### config.mk
export PLATFORM = sky130hd
export DESIGN_NAME = exclusive_loop_to_lse_rewriter_core_flat
export DESIGN_NICKNAME = d
export VERILOG_FILES = /design/src/rtl/eltlr_pkg.sv /design/src/rtl/eltlr_if.sv /design/src/rtl/eltlr_front.sv /design/src/rtl/eltlr_queue.sv /design/src/rtl/eltlr_back.sv /design/src/rtl/exclusive_loop_to_lse_rewriter_core.sv /design/src/flat_wrapper.sv
export SDC_FILE = /design/constraint.sdc
export NUM_CORES = 1
export LEC_CHECK = 0
export ABC_AREA = 1
export BUFFER_PORTS_ARGS = -buffer_cell sky130_fd_sc_hd__buf_4
export CORE_UTILIZATION = 44
export DETAILED_ROUTE_END_ITERATION = 10
export PLACE_DENSITY = 0.67
export SYNTH_ARGS = -nofsm -noshare
export SYNTH_HDL_FRONTEND = slang
export SYNTH_SLANG_ARGS = --single-unit
### constraint.sdc
create_clock -name clk -period 5.98 [get_ports clk]
set_input_delay 0.897 -clock clk [delete_from_list [all_inputs] [get_ports clk]]
set_output_delay 0.897 -clock clk [all_outputs]
set_load 0.02 [all_outputs]
### src/rtl/eltlr_pkg.sv
// Shared types, constants and the loop matcher for the exclusive-loop rewriter.
package eltlr_pkg;

	localparam int unsigned WordW   = 32;
	localparam int unsigned NWords  = 5;
	localparam int unsigned MaxOut  = 4;
	localparam int unsigned CntW    = 3;
	localparam int unsigned ConsW   = 5;
	localparam int unsigned IdxW    = 1;

	localparam logic [IdxW-1:0] RegBaseBias = 1'd0;
	localparam logic [IdxW-1:0] RegStolen   = 1'd1;

	typedef logic [WordW-1:0] word_t;

	typedef struct packed {
		word_t [NWords-1:0] words;
	} window_t;

	typedef struct packed {
		word_t                    replacement_word;
		logic                     word_valid;
		logic                     touches_memory;
		logic [ConsW-1:0]         bytes_consumed;
		logic                     last_of_run;
	} result_t;

	// Classified window: up to four words ready to emit.
	typedef struct packed {
		word_t [MaxOut-1:0]       wrd;
		logic  [MaxOut-1:0]       mem;
		logic  [CntW-1:0]         cnt;
		logic  [ConsW-1:0]        cons;
	} plan_t;

	typedef struct packed {
		logic base_bias;
		logic [WordW-1:0] stolen;
	} cfg_t;

	function automatic logic [4:0] fld(input word_t w, input int unsigned sh);
		fld = w[sh +: 5];
	endfunction

	function automatic logic is_stx(input word_t w, input logic [1:0] sz, input logic [4:0] xn);
		is_stx = ((w & 32'h3F400000) == 32'h08000000) && (w[31:30] == sz) &&
			(w[14:10] == 5'd31) && (w[9:5] == xn);
	endfunction

	function automatic logic is_cbnz(input word_t w, input logic [4:0] ws,
			input logic [18:0] off);
		is_cbnz = (w[31:24] == 8'h35) && (w[4:0] == ws) && (w[23:5] == off);
	endfunction

	function automatic plan_t classify(input window_t win, input cfg_t cfg);
		plan_t p;
		word_t i0, i1, i2, i3, i4;
		logic [1:0] sz;
		logic [4:0] wt, xn, ws, wv, ws2, n, m, wm, wexp, wnew;
		logic d64, hit, wmv;
		word_t szb, szd, lse;
		logic [2:0] op;
		logic [11:0] imm;
		p = '0;
		i0 = win.words[0]; i1 = win.words[1]; i2 = win.words[2];
		i3 = win.words[3]; i4 = win.words[4];
		sz = i0[31:30];
		d64 = (sz == 2'd3);
		wt = i0[4:0];
		xn = i0[9:5];
		szb = d64 ? 32'h40000000 : 32'h0;
		szd = d64 ? 32'h80000000 : 32'h0;
		hit = 1'b0;
		op = 3'd7;
		wm = '0;
		wmv = 1'b0;
		ws = '0;
		if ((i0 & 32'h3F400000) == 32'h08400000 && sz[1] && i0[20:16] == 5'd31 &&
				i0[14:10] == 5'd31) begin
			// swap
			ws = i1[20:16];
			wv = i1[4:0];
			if (is_stx(i1, sz, xn) && is_cbnz(i2, ws, 19'h7FFFE) &&
					(cfg.base_bias || cfg.stolen[wt] || cfg.stolen[xn] ||
					cfg.stolen[ws] || cfg.stolen[wv])) begin
				hit = 1'b1;
				p.wrd[0] = 32'hB8E08000 | szb | {11'd0, wv, 6'd0, xn, wt};
				p.mem[0] = 1'b1;
				p.cnt = 3'd1;
				if (ws != 5'd31) begin
					p.wrd[1] = 32'h2A1F03E0 | {27'd0, ws};
					p.cnt = 3'd2;
				end
				p.cons = 5'd12;
			end
			// register op
			if (!hit) begin
				unique case (i1 & 32'hFFE0FC00)
					(d64 ? 32'h8B000000 : 32'h0B000000): op = 3'd0;
					(d64 ? 32'hAA000000 : 32'h2A000000): op = 3'd1;
					(d64 ? 32'hCA000000 : 32'h4A000000): op = 3'd2;
					(d64 ? 32'h8A000000 : 32'h0A000000): op = 3'd3;
					(d64 ? 32'hCB000000 : 32'h4B000000): op = 3'd4;
					default: op = 3'd7;
				endcase
				ws2 = i1[4:0]; n = i1[9:5]; m = i1[20:16];
				if (n == wt) begin
					wm = m; wmv = 1'b1;
				end else if (op != 3'd4 && m == wt) begin
					wm = n; wmv = 1'b1;
				end
				ws = i2[20:16];
				if (op != 3'd7 && wmv && is_stx(i2, sz, xn) && i2[4:0] == ws2 &&
						is_cbnz(i3, ws, 19'h7FFFD)) begin
					hit = 1'b1;
					if (!(op >= 3'd3 && wm == ws)) begin
						p.cons = 5'd16;
						if (op <= 3'd2) begin
							lse = op == 3'd0 ? 32'hB8E00000 :
								op == 3'd1 ? 32'hB8E03000 : 32'hB8E02000;
							p.wrd[0] = lse | szb | {11'd0, wm, 6'd0, xn, wt};
							p.mem[0] = 1'b1;
							p.wrd[1] = i1;
							p.cnt = 3'd2;
						end else begin
							p.wrd[0] = (op == 3'd3 ? 32'h2A200000 : 32'h4B000000) | szd |
								{11'd0, wm, 6'd0, 5'd31, ws};
							p.wrd[1] = (op == 3'd3 ? 32'hB8E01000 : 32'hB8E00000) | szb |
								{11'd0, ws, 6'd0, xn, wt};
							p.mem[1] = 1'b1;
							p.wrd[2] = i1;
							p.cnt = 3'd3;
						end
						if (ws != 5'd31) begin
							p.wrd[p.cnt[1:0]] = 32'h2A1F03E0 | {27'd0, ws};
							p.cnt = p.cnt + 3'd1;
						end
					end
				end
			end
			// add immediate
			if (!hit && (i1 & 32'hFFC00000) == (d64 ? 32'h91000000 : 32'h11000000) &&
					i1[9:5] == wt) begin
				ws2 = i1[4:0];
				imm = i1[21:10];
				ws = i2[20:16];
				if (is_stx(i2, sz, xn) && i2[4:0] == ws2 && is_cbnz(i3, ws, 19'h7FFFD)) begin
					hit = 1'b1;
					p.cons = 5'd16;
					p.wrd[0] = 32'hD2800000 | {15'd0, imm, ws};
					p.wrd[1] = 32'hB8E00000 | szb | {11'd0, ws, 6'd0, xn, wt};
					p.mem[1] = 1'b1;
					p.wrd[2] = i1;
					p.cnt = 3'd3;
					if (ws != 5'd31) begin
						p.wrd[3] = 32'h2A1F03E0 | {27'd0, ws};
						p.cnt = 3'd4;
					end
				end
			end
			// compare and swap
			if (!hit && (i1 & 32'hFFE0FC1F) == (d64 ? 32'hEB00001F : 32'h6B00001F) &&
					i1[9:5] == wt) begin
				wexp = i1[20:16];
				ws = i3[20:16];
				wnew = i3[4:0];
				if ((i2 & 32'hFF00001F) == 32'h54000001 && i2[23:5] == 19'd3 &&
						is_stx(i3, sz, xn) && is_cbnz(i4, ws, 19'h7FFFC) && wt != wexp) begin
					p.cons = 5'd20;
					p.wrd[0] = 32'h2A000000 | szd | {11'd0, wexp, 6'd0, 5'd31, wt};
					p.wrd[1] = (d64 ? 32'hC8E0FC00 : 32'h88E0FC00) |
						{11'd0, wt, 6'd0, xn, wnew};
					p.mem[1] = 1'b1;
					p.wrd[2] = 32'h6B00001F | szd | {11'd0, wexp, 6'd0, wt, 5'd0};
					p.cnt = 3'd3;
					if (ws != 5'd31) begin
						p.wrd[3] = 32'h9A800000 | {11'd0, ws, 6'd0, 5'd31, ws};
						p.cnt = 3'd4;
					end
				end
			end
		end
		if (p.cnt == 3'd0) p = '0;
		return p;
	endfunction

endpackage

### src/rtl/eltlr_if.sv
// Valid/ready channel interfaces for windows and results.
interface eltlr_win_if;
	import eltlr_pkg::*;
	logic    valid;
	logic    ready;
	window_t data;
	modport source (output valid, output data, input ready);
	modport sink   (input valid, input data, output ready);
endinterface

interface eltlr_res_if;
	import eltlr_pkg::*;
	logic    valid;
	logic    ready;
	result_t data;
	modport source (output valid, output data, input ready);
	modport sink   (input valid, input data, output ready);
endinterface

### src/rtl/eltlr_front.sv
// Front end: accepts a window, classifies it into a plan and registers it.
module eltlr_front (
	input  logic                 clk,
	input  logic                 arst_n,
	eltlr_win_if.sink            win,
	input  eltlr_pkg::cfg_t      cfg,
	output logic                 plan_valid_s1,
	output eltlr_pkg::plan_t     plan_s1,
	input  logic                 plan_ready
);
	import eltlr_pkg::*;

	assign win.ready = !plan_valid_s1 || plan_ready;

	always_ff @(posedge clk or negedge arst_n) begin
		if (!arst_n) begin
			plan_valid_s1 <= 1'b0;
		end else if (win.ready) begin
			plan_valid_s1 <= win.valid;
		end
	end

	always_ff @(posedge clk) begin
		if (win.valid && win.ready) begin
			plan_s1 <= classify(win.data, cfg);
		end
	end
endmodule

### src/rtl/eltlr_queue.sv
// Two-entry plan queue between front and back ends.
module eltlr_queue (
	input  logic             clk,
	input  logic             arst_n,
	input  logic             in_valid,
	input  eltlr_pkg::plan_t in_plan,
	output logic             in_ready,
	output logic             out_valid,
	output eltlr_pkg::plan_t out_plan,
	input  logic             out_ready
);
	import eltlr_pkg::*;

	plan_t     mem_q [2];
	logic      wp_q, rp_q;
	logic [1:0] cnt_q;
	logic      push, pop;

	assign in_ready  = cnt_q != 2'd2;
	assign out_valid = cnt_q != 2'd0;
	assign out_plan  = mem_q[rp_q];
	assign push = in_valid && in_ready;
	assign pop  = out_valid && out_ready;

	always_ff @(posedge clk or negedge arst_n) begin
		if (!arst_n) begin
			wp_q  <= 1'b0;
			rp_q  <= 1'b0;
			cnt_q <= 2'd0;
		end else begin
			if (push) wp_q <= ~wp_q;
			if (pop) rp_q <= ~rp_q;
			cnt_q <= cnt_q + {1'b0, push} - {1'b0, pop};
		end
	end

	always_ff @(posedge clk) begin
		if (push) mem_q[wp_q] <= in_plan;
	end
endmodule

### src/rtl/eltlr_back.sv
// Back end: one result per plan word; an empty plan gives one miss result.
module eltlr_back (
	input  logic             clk,
	input  logic             arst_n,
	input  logic             plan_valid,
	input  eltlr_pkg::plan_t plan,
	output logic             plan_ready,
	eltlr_res_if.source      res
);
	import eltlr_pkg::*;

	logic [1:0] idx_q;
	logic       last, load;
	result_t    cur;

	assign last = plan.cnt == 3'd0 || {1'b0, idx_q} == plan.cnt - 3'd1;
	assign load = !res.valid || res.ready;
	assign plan_ready = plan_valid && load && last;

	always_comb begin
		cur = '0;
		cur.last_of_run = last;
		if (plan.cnt != 3'd0) begin
			cur.replacement_word = plan.wrd[idx_q];
			cur.word_valid       = 1'b1;
			cur.touches_memory   = plan.mem[idx_q];
			cur.bytes_consumed   = plan.cons;
		end
	end

	always_ff @(posedge clk or negedge arst_n) begin
		if (!arst_n) begin
			res.valid <= 1'b0;
			idx_q     <= 2'd0;
		end else if (load) begin
			res.valid <= plan_valid;
			if (plan_valid) idx_q <= last ? 2'd0 : idx_q + 2'd1;
		end
	end

	always_ff @(posedge clk) begin
		if (load && plan_valid) res.data <= cur;
	end
endmodule

### src/rtl/exclusive_loop_to_lse_rewriter_core.sv
// Top level of the exclusive-loop to LSE rewriter.
// Path: a window passes through the front-end plan register, the plan queue and the back-end result register.
// Throughput: one result per cycle while the result channel is not stalled; a window emits 1 to 4 results,
// set by the number of words in its plan, through the single result register in the back end.
// Reset clears all valid flags and both configuration registers (arst_n, async).
module exclusive_loop_to_lse_rewriter_core (
	input  logic                          clk,
	input  logic                          arst_n,
	eltlr_win_if.sink                     win,
	eltlr_res_if.source                   res,
	input  logic                          cfg_we,
	input  logic [eltlr_pkg::IdxW-1:0]    cfg_index,
	input  logic [eltlr_pkg::WordW-1:0]   cfg_data
);
	import eltlr_pkg::*;

	cfg_t  cfg_q;
	logic  fv_s1, f_rdy, qv, q_rdy;
	plan_t fp_s1, qp;

	always_ff @(posedge clk or negedge arst_n) begin
		if (!arst_n) begin
			cfg_q <= '0;
		end else if (cfg_we) begin
			unique case (cfg_index)
				RegBaseBias: cfg_q.base_bias <= cfg_data[0];
				RegStolen:   cfg_q.stolen    <= cfg_data;
				default: ;
			endcase
		end
	end

	eltlr_front u_front (.clk, .arst_n, .win, .cfg(cfg_q), .plan_valid_s1(fv_s1),
		.plan_s1(fp_s1), .plan_ready(f_rdy));

	eltlr_queue u_queue (.clk, .arst_n, .in_valid(fv_s1), .in_plan(fp_s1), .in_ready(f_rdy),
		.out_valid(qv), .out_plan(qp), .out_ready(q_rdy));

	eltlr_back u_back (.clk, .arst_n, .plan_valid(qv), .plan(qp), .plan_ready(q_rdy), .res);

	a_last_bytes: assert property (@(posedge clk) disable iff (!arst_n)
		res.valid && !res.data.word_valid |-> res.data.last_of_run &&
		res.data.bytes_consumed == 5'd0)
		else $error("miss result malformed");

	a_queue_flow: assert property (@(posedge clk) disable iff (!arst_n)
		q_rdy |-> qv)
		else $error("queue popped while empty");

	a_valid_hold: assert property (@(posedge clk) disable iff (!arst_n)
		res.valid && !res.ready |=> res.valid && $stable(res.data))
		else $error("result changed while stalled");
endmodule

### src/flat_wrapper.sv
// flat-port wrapper written by rule: the top's interface ports become plain ports
module exclusive_loop_to_lse_rewriter_core_flat import eltlr_pkg::*;
  (clk, arst_n, cfg_we, cfg_index, cfg_data, win_valid, win_data, win_ready, res_valid, res_data, res_ready);
  eltlr_win_if win_i ();
  eltlr_res_if res_i ();
  input  logic clk;
  input  logic arst_n;
  input  logic cfg_we;
  input  logic [eltlr_pkg::IdxW-1:0] cfg_index;
  input  logic [eltlr_pkg::WordW-1:0] cfg_data;
  input wire logic [$bits(win_i.valid)-1:0] win_valid;
  input wire logic [$bits(win_i.data)-1:0] win_data;
  output wire logic [$bits(win_i.ready)-1:0] win_ready;
  output wire logic [$bits(res_i.valid)-1:0] res_valid;
  output wire logic [$bits(res_i.data)-1:0] res_data;
  input wire logic [$bits(res_i.ready)-1:0] res_ready;
  assign win_i.valid = win_valid;
  assign win_i.data = win_data;
  assign win_ready = win_i.ready;
  assign res_valid = res_i.valid;
  assign res_data = res_i.data;
  assign res_i.ready = res_ready;
  exclusive_loop_to_lse_rewriter_core u_core (.clk(clk), .arst_n(arst_n), .win(win_i), .res(res_i), .cfg_we(cfg_we), .cfg_index(cfg_index), .cfg_data(cfg_data));
endmodule
==> results by group <==
Die
  – Die width: 215 um
  – Die Height: 215 um
  – Row count: 77
  – Die area: 46300 um^2
  – Starting density of the core: 0.449
  – Core area: 44500 um^2
  – I/O pin total: 240

Worst setup path
  – Critical Path Sink: u_core.u_front.plan_s1[42]
  – CP Class: primary input to register
  – Startpoint Class: primary input
  – Req. time, crit path: 6.31 ns
  – Worst setup EP type: register
  – Setup crit start: win_data[6]
  – R2r setup slk: 2.37 ns
  – R2r worst-path depth: 15
  – R2r startpoint: u_core.cfg_q[21]
  – Crit-path max FO: 15
  – Critical Path AT: 4.59 ns
  – FF-to-FF End: u_core.u_front.plan_s1[42]

Synthesis
  – Synth top area cells: edfxtp_1, nand2_1, dfrtp_1, nor2_1, o21ai_0
  – Cell area after synthesis: 20000 um^2
  – Mapped Cells: 1943
  – Yosys Warn Count: 0
  – Yosys top cell by area: edfxtp_1
  – FFs w/ async S/R, synth: 0.0974
  – Register area share after synthesis: 0.622
  – Post-synth cell types: 55
  – Yosys top cell area share: 0.571
  – Yosys reg bits: 421
  – Mean Syn Cell Area: 10.3 um^2
  – Number of flops mapped to enable cells by yosys: 380
  – Primary FF master, synth: edfxtp_1

Outcome
  – Status: finished, final reports clean

STA
  – # setup viols final: 0
  – Fmax achieved: 0.235 GHz
  – Worst Max-Slew Pin Slew: 1.16 ns
  – Slew headroom: 0.225
  – Worst setup margin: 1.73 ns
  – Setup Skew: 0.0248 ns
  – Fin. max-slew vios: 0
  – Setup Total Neg Slack: 0 ns
  – Unrepaired setup endpoints after global routing: no
  – Final period utilization: 0.711
  – Hold_ws: 0.288 ns
  – Fin. Hold Viols: 0
  – Tmin final: 4.25 ns

Power
  – Lkg Pwr: 9.40 nW
  – Clk pwr share: 0.275
  – Sw frac: 0.332
  – Comb pwr share: 0.272
  – Pwr dens: 430 nW/um^2
  – Psw: 0.00338 W
  – Seq pwr share: 0.453
  – Int Pwr: 0.00681 W
  – Worst IR Drop VDD: 0.230 mV

Global route
  – Vias in the first global route: 15200
  – Total global-route track usage: 0.272
  – Remaining global-route overflow: 0
  – Initial antenna violation count: 1
  – Largest net degree at the start of global routing: 65
  – First-pass GRT wire length: 93800 um

Route
  – 1st-iter DRT viols: 1598
  – Top Layer Used: met4
  – Wire length on met2: 30000 um
  – Routed via count: 15900
  – Via density: 5.74
  – Antenna Nets Post-Route: 0
  – Met3 routed WL: 5010 um
  – WL/cell: 23.0 um
  – Pre-antenna DRT Iters: 6
  – Wl on met1: 25700 um
  – Final wirelength: 63700 um
  – Drc violations: 0

Layout
  – Final core area utilization: 0.532
  – Layout cells sized above 1: 0.191
  – Area Growth Syn to Fin: 18.6%
  – NumNets Final: 2349

Placed design
  – Pre-CTS setup slack: 1.21 ns
  – RePlAce Congestion: 0.983
  – Port buffer count: 234
  – HPWL after DPL: 44900 um

CTS
  – Clock root cell: clkbuf_16
  – Worst-skew pair later-pin latency: 0.59 ns
  – Hold buffer count at cts: 0
  – Number of H-tree levels: 2
  – Max clock buf depth: 3
  – CTS tree: done
  – PostCTS Resize Cnt: 0
  – Clock-pin slew on the worst setup and hold paths: 0.06 ns
  – Post-CTS Repair Setup Buffers: 0
  – TritonCTS Sinks: 421
  – Cts bufs inserted: 43

Run
  – Max_cap viols: 0

Min path
  – Hold Path Class: primary input to async pin
## sequential cells by signal (all words and copies together), names as in the netlist
| name | flops |
|---|---|
| u_core.u_back.res.data | 38 |
| u_core.u_queue.wp_q | 1 |
| u_core.u_queue.rp_q | 1 |
| u_core.u_front.plan_s1 | 114 |
| u_core.u_back.res.valid | 1 |
| u_core.u_front.plan_valid_s1 | 1 |
| u_core.u_back.idx_q | 2 |
| u_core.cfg_q | 33 |
| u_core.u_queue.cnt_q | 2 |
| u_core.u_queue.mem_q | 228 |
## cell usage after synthesis (9+ instances only)
cell	n
a221oi_1	14
nor2_2	15
o22ai_1	63
xor2_1	17
nor3_1	24
mux2i_1	13
buf_2	27
nand3_1	124
nor2_1	259
clkbuf_1	59
edfxtp_1	380
a21oi_1	65
o21ai_1	11
nand2_2	17
xnor2_1	14
nand4_1	29
nor4_1	21
dfrtp_1	41
nand2_1	310
o211ai_1	29
inv_2	20
inv_1	125
buf_4	12
o21ai_0	164
o311ai_0	9
## layout make-up
type / count / area, um^2
inverters: 148 / 559
flip-flops and latches: 421 / 12400
repair buffers: 259 / 1940
well taps: 592 / 741
diodes: 1 / 2.50
fillers: 3949 / 20800
clock inverters: 30 / 380
clock buffers: 48 / 1090
multi-input cells: 1272 / 6530
## worst min path at each step
stage / from / endpoint / slack (ns) / cells after the start
floorplan: u_core.u_front.plan_s1[102] / u_core.u_queue.mem_q[0][100] / 0.42 / 0
global placement: u_core.u_front.plan_s1[54] / u_core.u_queue.mem_q[0][52] / 0.42 / 0
detailed placement: u_core.u_front.plan_s1[53] / u_core.u_queue.mem_q[1][51] / 0.43 / 0
CTS: arst_n / u_core.u_back.res.valid / 0.29 / 1
global route: arst_n / u_core.u_back.res.valid / 0.33 / 1
finish: arst_n / u_core.u_back.res.valid / 0.29 / 1
## logic make-up (layout without fill, tap and decap cells)
logic type,count (synthesis),after routing,share of synthesized area
other cells,1,7,0.000188
buf+inv,255,485,0.0530
mux,20,20,0.0105
simple gates,826,826,0.184
xor+xnor,32,32,0.0144
fa+ha+maj,6,6,0.00376
flops,421,421,0.622
compound gates,382,382,0.112
## worst max-delay path, cell delays in order
cell and delay (ns):
buf_4 0.24, clkinv_1 0.50, nand3_1 0.25, nand2_1 0.07
nand2_1 0.06, nand3_1 0.11, nand3_1 0.12, nand3_1 0.10
nor2_1 0.09, nand2_1 0.13, nand2_1 0.44, clkinv_1 0.50
nor2_1 0.67, o221a_2 0.33, nor2_1 0.05
## through the flow
stage | instance area [um^2] | power [W] | cells
floorplan | 20000 | 0.00642 | 1948
global placement | 22200 | 0.00740 | 2692
detailed placement | 22200 | 0.00748 | 2692
CTS | 23700 | 0.0103 | 2770
global route | 23700 | 0.0107 | 2771
finish | 23700 | 0.0102 | 2771
## power groups by stage
stage | Combinational, W | Clock (W) | Sequential (W)
6_report | 0.00277 | 0.00280 | 0.00462
5_1_grt | 0.00305 | 0.00294 | 0.00469
4_1_cts | 0.00281 | 0.00284 | 0.00462
3_5_place_dp | 0.00280 | 0 | 0.00468
3_3_place_gp | 0.00275 | 0 | 0.00464
2_1_floorplan | 0.00159 | 0 | 0.00483
## per-layer routing
metal / GRT usage / up-vias
li1: - / 7270
met1: 0.352 / 7578
met2: 0.449 / 895
met3: 0.0415 / 162
met4: 0.132 / 0
met5: 0 / -
## cells in the final DEF, fill, tap and decap left out, types with 3 or more instances in the layout
cell and count:
o21ai_1 11, mux2_2 7, a31oi_1 8, o311ai_0 9, conb_1 6, clkinv_2 8, clkbuf_16 43, xor2_1 17
o22ai_1 63, mux2i_1 13, inv_6 3, inv_2 19, ha_1 6, nand4_1 29, nor2_2 15, clkinv_1 9
nor2_4 6, clkbuf_1 5, xnor2_1 14, nand3_2 5, o211ai_1 29, nor3_1 24, dfrtp_1 40, inv_1 124
nand3_4 3, nand2_1 309, buf_4 259, nand3b_1 3, a221oi_1 14, bufinv_16 7, nand2_2 18, o221ai_1 6
nor3_2 3, o21ai_0 164, nand3_1 124, edfxtp_1 380, nor2_1 257, nor4_1 21, a21oi_1 64
(Power assumes the default switching activity.)
